$ cat src/rtl/dorq_pkg.sv
`default_nettype none
package dorq_pkg;

  // Fixed field widths of the request and result ports
  localparam int ID_W      = 10;
  localparam int IN_DL_W   = 32;
  localparam int OUT_DL_W  = 32;
  localparam int OUT_CNT_W = 6;

  typedef enum logic {
    OP_ENQUEUE = 1'b0,
    OP_DEQUEUE = 1'b1
  } opcode_t;

  typedef enum logic [1:0] {
    ST_DONE      = 2'd0,
    ST_FULL      = 2'd1,
    ST_NOT_FOUND = 2'd2
  } status_t;

  typedef enum logic [5:0] {
    S_IDLE     = 6'b000001,
    S_ENQ      = 6'b000010,
    S_ENQ_LAST = 6'b000100,
    S_DEQ      = 6'b001000,
    S_HEAD_RD  = 6'b010000,
    S_HEAD_OUT = 6'b100000
  } fsm_t;

endpackage
`default_nettype wire

$ cat src/rtl/deadline_ordered_ready_queue_top.sv
// Deadline-ordered ready queue.
// Request channel: drive start high with in_opcode, in_task_id and in_deadline
// while busy is low; the request is taken at that clock edge. An enqueue puts
// the task behind every held task with an earlier or equal deadline; a
// dequeue removes the held copy of in_task_id nearest the head.
// Result channel: exactly one result per request, shown for one cycle with
// out_valid high: head task (earliest deadline), held count and status.
// The receiver cannot stall; results must be taken when out_valid is high.
// The entries live sorted in a single RAM with one read and one write port.
// A request walks the held entries one entry per cycle, an enqueue from the
// tail until it finds its place, a dequeue over all of them; then the head
// entry is read for the result. A dropped request (full queue, or a dequeue
// on an empty queue) only reads the head. busy falls together with out_valid,
// so the next request may be taken in the cycle the result is shown.
// Reset (rst_n low, synchronous) empties the queue at once; the RAM contents
// are not cleared, since only entries below the held count are ever used.
`default_nettype none
module deadline_ordered_ready_queue_top
  import dorq_pkg::*;
#(
  parameter int QUEUE_DEPTH   = 32,
  parameter int DEADLINE_BITS = 32
) (
  input  wire logic                 clk,
  input  wire logic                 rst_n,
  input  wire logic                 start,
  output logic                      busy,
  input  wire logic                 in_opcode,
  input  wire logic [ID_W-1:0]      in_task_id,
  input  wire logic [IN_DL_W-1:0]   in_deadline,
  output logic                      out_valid,
  output logic                      out_head_valid,
  output logic [ID_W-1:0]           out_head_task_id,
  output logic [OUT_DL_W-1:0]       out_head_deadline,
  output logic [OUT_CNT_W-1:0]      out_queued_count,
  output logic [1:0]                out_status
);

  localparam int AW = $clog2(QUEUE_DEPTH);
  localparam int CW = $clog2(QUEUE_DEPTH + 1);
  localparam int DW = DEADLINE_BITS;
  localparam int EW = ID_W + DW;

  fsm_t              state_r, state_nxt;
  logic [CW-1:0]     count_r, count_nxt;
  logic [AW-1:0]     idx_r, idx_nxt;
  logic              found_r, found_nxt;
  status_t           status_r, status_nxt;
  logic [ID_W-1:0]   id_r, id_nxt;
  logic [DW-1:0]     dl_r, dl_nxt;

  logic              out_valid_r;
  logic              head_valid_r;
  logic [ID_W-1:0]   head_id_r;
  logic [OUT_DL_W-1:0] head_dl_r;
  logic [OUT_CNT_W-1:0] count_out_r;
  status_t           status_out_r;

  logic              wr_en;
  logic [AW-1:0]     wr_addr;
  logic [EW-1:0]     wr_data;
  logic              rd_en;
  logic [AW-1:0]     rd_addr;
  logic [EW-1:0]     rd_data;
  logic [ID_W-1:0]   rd_id;
  logic [DW-1:0]     rd_dl;
  logic              accept;
  logic              last_deq;
  logic              hit;

  dorq_ram #(
    .WIDTH (EW),
    .DEPTH (QUEUE_DEPTH)
  ) u_store (
    .clk     (clk),
    .wr_en   (wr_en),
    .wr_addr (wr_addr),
    .wr_data (wr_data),
    .rd_en   (rd_en),
    .rd_addr (rd_addr),
    .rd_data (rd_data)
  );

  assign rd_id    = rd_data[EW-1:DW];
  assign rd_dl    = rd_data[DW-1:0];
  assign accept   = start && (state_r == S_IDLE);
  assign hit      = (rd_id == id_r);
  assign last_deq = (idx_r == AW'(count_r - CW'(1)));

  // Sequence the walk over the store: read one entry a cycle, write back shifted
  always_comb begin
    state_nxt  = state_r;
    count_nxt  = count_r;
    idx_nxt    = idx_r;
    found_nxt  = found_r;
    status_nxt = status_r;
    id_nxt     = id_r;
    dl_nxt     = dl_r;
    wr_en      = 1'b0;
    wr_addr    = '0;
    wr_data    = {id_r, dl_r};
    rd_en      = 1'b0;
    rd_addr    = idx_r;
    case (state_r)
      S_IDLE: begin
        if (accept) begin
          id_nxt     = in_task_id;
          dl_nxt     = DW'(in_deadline);
          status_nxt = ST_DONE;
          found_nxt  = 1'b0;
          if (in_opcode == OP_ENQUEUE) begin
            if (count_r == CW'(QUEUE_DEPTH)) begin
              status_nxt = ST_FULL;
              state_nxt  = S_HEAD_RD;
            end else if (count_r == '0) begin
              state_nxt = S_ENQ_LAST;
            end else begin
              // Start from the tail and move towards the head
              rd_en     = 1'b1;
              rd_addr   = AW'(count_r - CW'(1));
              idx_nxt   = AW'(count_r - CW'(1));
              state_nxt = S_ENQ;
            end
          end else begin
            if (count_r == '0) begin
              status_nxt = ST_NOT_FOUND;
              state_nxt  = S_HEAD_RD;
            end else begin
              rd_en     = 1'b1;
              rd_addr   = '0;
              idx_nxt   = '0;
              state_nxt = S_DEQ;
            end
          end
        end
      end
      S_ENQ: begin
        wr_en   = 1'b1;
        wr_addr = idx_r + AW'(1);
        if (rd_dl > dl_r) begin
          // Later deadline: shift it one slot back
          wr_data = rd_data;
          if (idx_r == '0) begin
            state_nxt = S_ENQ_LAST;
          end else begin
            rd_en     = 1'b1;
            rd_addr   = idx_r - AW'(1);
            idx_nxt   = idx_r - AW'(1);
          end
        end else begin
          // Earlier or equal deadline: the new task goes right behind it
          wr_data   = {id_r, dl_r};
          count_nxt = count_r + CW'(1);
          state_nxt = S_HEAD_RD;
        end
      end
      S_ENQ_LAST: begin
        wr_en     = 1'b1;
        wr_addr   = '0;
        wr_data   = {id_r, dl_r};
        count_nxt = count_r + CW'(1);
        state_nxt = S_HEAD_RD;
      end
      S_DEQ: begin
        // Past the removed entry, close the gap
        if (found_r) begin
          wr_en   = 1'b1;
          wr_addr = idx_r - AW'(1);
          wr_data = rd_data;
        end else if (hit) begin
          found_nxt = 1'b1;
        end
        if (last_deq) begin
          if (found_r || hit) begin
            count_nxt = count_r - CW'(1);
          end else begin
            status_nxt = ST_NOT_FOUND;
          end
          state_nxt = S_HEAD_RD;
        end else begin
          rd_en   = 1'b1;
          rd_addr = idx_r + AW'(1);
          idx_nxt = idx_r + AW'(1);
        end
      end
      S_HEAD_RD: begin
        rd_en     = 1'b1;
        rd_addr   = '0;
        state_nxt = S_HEAD_OUT;
      end
      S_HEAD_OUT: begin
        state_nxt = S_IDLE;
      end
      default: begin
        state_nxt = S_IDLE;
      end
    endcase
  end

  // Control state
  always_ff @(posedge clk) begin
    if (!rst_n) begin
      state_r     <= S_IDLE;
      count_r     <= '0;
      out_valid_r <= 1'b0;
    end else begin
      state_r     <= state_nxt;
      count_r     <= count_nxt;
      out_valid_r <= (state_r == S_HEAD_OUT);
    end
  end

  // Request payload and walk position
  always_ff @(posedge clk) begin
    idx_r    <= idx_nxt;
    found_r  <= found_nxt;
    status_r <= status_nxt;
    id_r     <= id_nxt;
    dl_r     <= dl_nxt;
  end

  // Capture the result from the head entry
  always_ff @(posedge clk) begin
    if (state_r == S_HEAD_OUT) begin
      head_valid_r <= (count_r != '0);
      head_id_r    <= (count_r != '0) ? rd_id : '0;
      head_dl_r    <= (count_r != '0) ? OUT_DL_W'(rd_dl) : '0;
      count_out_r  <= OUT_CNT_W'(count_r);
      status_out_r <= status_r;
    end
  end

  assign busy              = (state_r != S_IDLE);
  assign out_valid         = out_valid_r;
  assign out_head_valid    = head_valid_r;
  assign out_head_task_id  = head_id_r;
  assign out_head_deadline = head_dl_r;
  assign out_queued_count  = count_out_r;
  assign out_status        = status_out_r;

endmodule
`default_nettype wire

$ cat src/rtl/dorq_ram.sv
`default_nettype none
module dorq_ram #(
  parameter int WIDTH = 42,
  parameter int DEPTH = 32
) (
  input  wire logic                     clk,
  input  wire logic                     wr_en,
  input  wire logic [$clog2(DEPTH)-1:0] wr_addr,
  input  wire logic [WIDTH-1:0]         wr_data,
  input  wire logic                     rd_en,
  input  wire logic [$clog2(DEPTH)-1:0] rd_addr,
  output logic      [WIDTH-1:0]         rd_data
);

  logic [WIDTH-1:0] mem [DEPTH];

  // Write port, and registered read port (old data on a same-address collision)
  always_ff @(posedge clk) begin
    if (wr_en) begin
      mem[wr_addr] <= wr_data;
    end
    if (rd_en) begin
      rd_data <= mem[rd_addr];
    end
  end

endmodule
`default_nettype wire
$ cat config.mk
export PLATFORM = sky130hd
export DESIGN_NAME = deadline_ordered_ready_queue_top
export DESIGN_NICKNAME = d
export VERILOG_FILES = /design/src/rtl/dorq_pkg.sv /design/src/rtl/deadline_ordered_ready_queue_top.sv /design/src/rtl/dorq_ram.sv
export SDC_FILE = /design/constraint.sdc
export NUM_CORES = 2
export LEC_CHECK = 0
export CAP_MARGIN = 25
export CELL_PAD_IN_SITES_DETAIL_PLACEMENT = 0
export CELL_PAD_IN_SITES_GLOBAL_PLACEMENT = 1
export CORE_MARGIN = 2
export CORE_UTILIZATION = 25
export CTS_CLUSTER_DIAMETER = 120
export CTS_CLUSTER_SIZE = 25
export DETAILED_ROUTE_END_ITERATION = 7
export DONT_BUFFER_PORTS = 1
export PLACE_DENSITY_LB_ADDON = 0.1
export RECOVER_POWER = 25
export SLEW_MARGIN = 20
export SYNTH_ARGS = -nofsm -noshare
export SYNTH_HDL_FRONTEND = slang
export SYNTH_SLANG_ARGS = --single-unit
$ cat constraint.sdc
create_clock -name clk -period 8.45 [get_ports clk]
set_input_delay 2.1125 -clock clk [delete_from_list [all_inputs] [get_ports clk]]
set_output_delay 2.1125 -clock clk [all_outputs]
set_load 0.1 [all_outputs]
# Word-level counts from Yosys, hierarchy flattened
# Memory sizes are Yosys's and may differ from the RTL's. A register that Yosys moved wholly into a read port is not among the register bits.
# Index checks and enable logic that the tools add are counted.
# word_totals
ff_bits,114
ram_bits,1344
input_bits,46
out_inout_bits,53
wordCells,100
memories,1
# mem_list
memory,words,width,read_ports,rd_ports_with_merged_regs,wr,line_no,source
u_store.mem,32,42,1,1,1,dorq_ram.sv:15,logic [WIDTH-1:0] mem [DEPTH];
# op_classes
add_sub_neg,4
magnitude_cmp,1
eq_ne,16
n_mux,51
reduce_logical,14
# ops
op,count
42-bit two-way mux,2
42-bit one-hot mux with 2 select lines,1
5-bit two-way mux,11
6-bit two-way mux,8
32-bit > comparator,1
6-bit one-hot mux with 5 select lines,1
5-bit one-hot mux with 4 select lines,1
6-bit one-hot mux with 3 select lines,1
5-bit one-hot mux with 3 select lines,1
1-bit two-way mux,14
6-bit equality test (second input constant),2
10-bit equality test,1
2-bit two-way mux,5
2-bit inequality test (second input constant),5
5-bit one-hot mux with 2 select lines,1
4-bit AND reduction,2
6-bit by 1-bit adder with 6-bit output (second input constant),1
6-bit by 1-bit equality test with 1-bit output (second input constant),1
6-bit by 2-bit equality test with 1-bit output (second input constant),1
6-bit by 3-bit equality test with 1-bit output (second input constant),1
6-bit by 4-bit equality test with 1-bit output (second input constant),1
6-bit by 5-bit equality test with 1-bit output (second input constant),1
6-bit zero test,1
6-bit by 1-bit inequality test with 1-bit output (second input constant),1
other kinds (18),21

# Logic depth before layout (Yosys ltp)
# logic_depth
ltp_word,6
depth_mapped,18
depth_no_buf,12

# By module
# A second synthesis with hierarchy kept.
# hier_totals
hier_cells,3576
area_unflattened_um2,60070.1
# by_module_without_submodules
module,n_inst,cells_each,area_per_inst_um2,seq_area_each_um2
dorq_ram,1,2953,53608.9,41619.9
deadline_ordered_ready_queue_top,1,623,6461.2,3293.2

# Worst setup path before layout
# OpenSTA, ideal clock, no wires.
# synth_path
path_kind,register to register
from,register state_r[5]
to,memory u_store.mem[28][0] (enable)
setup_ns,0.546
arrival_ns,6.025
required_ns,7.904
slack_ns,1.879
path_stages_with_launch,9
n_path_buf,2
synth_period_minus_slack_ns,6.571
path_cell_list,dfxtp_1 or4_1 nor3b_1 clkbuf_1 nand2_1 o21ai_0 a221oi_1 clkbuf_1 nor4_1
# synth_via
elab_chain_len,5
elab_cells_between_ends,8
cone_classes,eq/ne (3); mux (4); reduce/logical (1)
# synth_rtl
item,line_no,source
start: declaration,deadline_ordered_ready_queue_top.sv:44,"fsm_t state_r, state_nxt;"
start signal: assignment,deadline_ordered_ready_queue_top.sv:207,state_r <= state_nxt;
6-bit by 2-bit equality test with 1-bit output or 6-bit by 3-bit equality test with 1-bit output (tied branches),deadline_ordered_ready_queue_top.sv:104,case (state_r)
2-bit OR reduction (no source line),-,
1-bit one-hot mux with 2 select lines,deadline_ordered_ready_queue_top.sv:104,
1-bit two-way mux,dorq_ram.sv:19,if (wr_en) begin
1-bit two-way mux (not written as such),dorq_ram.sv:20,mem[wr_addr] <= wr_data;
end: declaration,dorq_ram.sv:15,
# Several ways; a longest one is shown, not always the timed one.

# Final worst setup path
# layout_path
from,register idx_r[0]
to,memory u_store.mem[6][28] (enable)
# layout_via
elab_chain_len,3
elab_cells_between_ends,4
cone_classes,add/sub (2); mux (2)
# layout_rtl
item,line_no,source
start: declaration,deadline_ordered_ready_queue_top.sv:46,"logic [AW-1:0] idx_r, idx_nxt;"
start signal: assignment,deadline_ordered_ready_queue_top.sv:215,idx_r <= idx_nxt;
5-bit by 1-bit subtractor with 5-bit output,deadline_ordered_ready_queue_top.sv:168,wr_addr = idx_r - AW'(1);
5-bit two-way mux,deadline_ordered_ready_queue_top.sv:166,if (found_r) begin
5-bit one-hot mux with 2 select lines (*),deadline_ordered_ready_queue_top.sv:104,
# Every way passes the cells marked *; elsewhere a longest branch is shown, timed or not.

==> impl_metrics.tcl <==
set metrics [dict create \
    via_per_inst 5.269 \
    pwr-share-seq_pct 39.8 \
    cts-root-buf "clkbuf_16" \
    first_pass_iters 5 \
    path_class "register to register" \
    crit_slowest_cell "clkdlybuf4s25_1" \
    ys_seq_area_share_pct 70.36 \
    clock_sinks 1500 \
    yosysUniqueCellTypes 77 \
    r2r_slack_ns 1.46 \
    vias 38660 \
    synthCells 4150 \
    io_buffer_count 0 \
    leakage_nw 21.46 \
    place_congestion 0.7328 \
    r2r_end "u_store.mem[6][28]" \
    peakVddDrop_v 0.0004320 \
    worst_pin_slew_ns 4.220 \
    cp.buffers_inverters 2 \
    crit_arrival_ns 7.24 \
    reg2regPathDepth 10 \
    antenna_found_initial 14 \
    clockBufferDepth 3 \
    rsz0062_at_grt "false" \
    slew_headroom_pct -181.3 \
    grt_usage_pct 18.53 \
    hold_depth 0 \
    cp-start-kind "register" \
    worstPathRequired_ns 8.69 \
    holdWs_ns 0.4514 \
    switching_share_pct 40.48 \
    fin_worst_skew_ns 0.04364 \
    overflow 0 \
    endpoint_kind "register" \
    min_path_type "register to register" \
    htree_levels 3 \
    layout-area-overhead-vs-synth_pct 9.326 \
    ctsResizeCount 0 \
    final.min_clock_period_ns 6.994 \
    cpMostUsedCell "nand2b_1" \
    hold_path_end "out_status[0]" \
    drtIter0Drc 3138 \
    hpwl_mm 121.6 \
    synthArstFlopShare_pct 0 \
    routedWlPerCell_um 33.38 \
    syn_area_sq_um 63830 \
    p_int_w 0.01307 \
    coreArea_sq_um 253900 \
    syn-num-nets 4232 \
    die_y_um 509.3 \
    dieArea_sq_um 259400 \
    violations "capacitance limit, slew limit" \
    status "finished with violations" \
    initial_core_util_pct 25.14 \
    clkSlewWorstSetupHoldPaths_ns 0.11 \
    power_switching_w 0.008891 \
    hold_viol_final 0 \
    period_share_pct 82.77 \
    cts_buffers 71 \
    path_cells "inv_1 > ha_1 > nand2b_1 > nand2b_1 > o22ai_1 > o21ai_0 > nor2b_1 > nand2_1 > nor2_4 > clkdlybuf4s25_1" \
    clkPwrFrac_pct 18.8 \
    worstHoldStart "status_r[0]" \
    drtAntennaViolNets 0 \
    setup_viol 0 \
    synth-seq-cells 1500 \
    r2r-start "idx_r[0]" \
    grt_pass1_vias 39260 \
    fmax_mhz 143.0 \
    pwr-share-comb_pct 41.4 \
    route.final.wire_length_mm 244.9 \
    cp_slowest_stage_delay_ns 3.13 \
    drive_gt1_share_pct 10.55 \
    rows 185 \
    ys.flop_type "edfxtp_1" \
    cts_tree "done" \
    die-width_um 509.3 \
    power_density_nw_per_um2 314.8 \
    grt_max_degree 155 \
    holdBufCountCts 0 \
    ios 99 \
    nets 4026 \
    drc_errors 0 \
    cap_viol_max_count 31 \
    critPathMaxFanout 42 \
    finalMaxSlewViolations 633 \
    synth-warning-count 0 \
    grt_pass1_wl_mm 338.5 \
    clkLatencyLatePin_ns 0.74 \
    synth_edf_count 1487 \
    critPathTopFamily "buffers and inverters" \
    synth.avg_cell_area_sq_um 15.38 \
    post_cts_buffers 0 \
    tns_ns 0 \
]
-- through the flow --
stage | util (%) | worst slack [ns] | instances | instance area [sq um] | total power [W]
after global placement | 26.74 | 1.689 | 7229 | 67900 | 0.01815
after floorplan | - | 1.879 | 4150 | 63830 | 0.01481
after global routing | 27.47 | 1.202 | 7328 | 69760 | 0.02296
after CTS | 27.59 | 2.139 | 7326 | 70070 | 0.02229
final | 27.48 | 1.456 | 7337 | 69780 | 0.02197
after detailed placement | 26.81 | 2.199 | 7236 | 68070 | 0.01813
-- placed cells by master (no fill, tap or decap), drive strengths merged, types with 83 or more instances in the layout --
cell type and instances:
edfxtp 1487, nand4 641, clkbuf 109, o31ai 128, o221ai 128, inv 174, o2111ai 83, mux2 167
mux2i 338, buf 86, a211oi 131
-- final cells by class --
cell class	instances	area, sq um
Fill cell	25580	184100
Sequential cell	1500	44910
Multi-Input combinational cell	2086	16870
Tap cell	3366	4212
Clock buffer	82	1903
Timing Repair Buffer	114	1122
Inverter	171	641.9
Clock inverter	8	93.84
Antenna cell	10	25.02
-- synth_stat cells, drive strengths merged (3+ instances only) --
cell type,count,area (sq um)
a2111o,43,484.2
a211oi,131,983.4
a21o,6,45.04
a21oi,27,138.9
a221o,3,30.03
a41oi,5,43.79
and2,46,287.8
and3,5,31.28
and3b,3,26.28
buf,96,608.1
clkbuf,297,1130
dfxtp,13,260.3
edfxtp,1487,44650
ha,36,450.4
inv,170,638.1
mux2,167,1881
mux2i,338,3383
nand2,44,165.2
nand2b,7,43.79
nand3,13,65.06
nand3b,3,22.52
nand4,641,4016
nor2,53,198.9
nor2b,5,31.28
nor3,49,455.4
nor3b,3,22.52
nor4,11,75.07
o2111ai,83,727.0
o211ai,6,45.04
o21ai,27,135.1
o221ai,128,1121
o22ai,6,37.54
o311ai,4,42.55
o31ai,128,960.9
o41ai,3,26.28
or3,4,25.02
or4,3,22.52
xnor2,12,105.1
xor2,11,96.34
-- metal layers --
| layer | wire length (um) | global-route usage (%) |
|---|---|---|
| met4 | 5381 | 4.274 |
| met3 | 8442 | 1.849 |
| met2 | 118600 | 31.12 |
| met1 | 112400 | 25.69 |
| met5 | 13 | 0 |
-- how the worst max path moves through the flow --
stage / startpoint / cells past startpoint / end / slack (ns)
CTS: u_store.rd_data[12] / 13 / u_store.rd_data[20] / 2.14
global placement: u_store.rd_data[25] / 14 / u_store.rd_data[21] / 1.69
global route: state_r[5] / 10 / u_store.mem[21][38] / 1.20
floorplan: state_r[5] / 8 / u_store.mem[28][0] / 1.88
detailed placement: u_store.rd_data[12] / 13 / u_store.rd_data[21] / 2.20
finish: idx_r[0] / 10 / u_store.mem[6][28] / 1.46
-- cells by family (layout without fill, tap and decap cells) --
family | after synthesis | in the layout | synth area share, %
other | 0 | 10 | 0
AND/OR/NAND/NOR | 894 | 894 | 8.666
adder cells (fa/ha/maj) | 36 | 36 | 0.7057
XOR/XNOR | 25 | 25 | 0.3881
flip-flops | 1500 | 1500 | 70.36
AO/OA/AOI/OAI | 626 | 626 | 7.903
buffers and inverters | 564 | 375 | 3.728
multiplexers | 505 | 505 | 8.246
-- power by group through the flow --
stage	sequential (W)	clock [W]	combinational [W]
6_report	0.00873	0.00414	0.00910
3_3_place_gp	0.00891	0	0.00924
4_1_cts	0.00873	0.00433	0.00923
2_1_floorplan	0.00882	0	0.00600
5_1_grt	0.00875	0.00452	0.00970
3_5_place_dp	0.00890	0	0.00923
-- state kept, by name, indices dropped and copies added (netlist names), 5 cells and up --
signal and count:
dl_r 32, idx_r 5, u_store.rd_data 42, out_head_deadline 32, id_r 10, out_head_task_id 10, out_queued_count 6, u_store.mem 1344
count_r 6, state_r 6
Note: power is estimated with default switching activity, not from simulation.
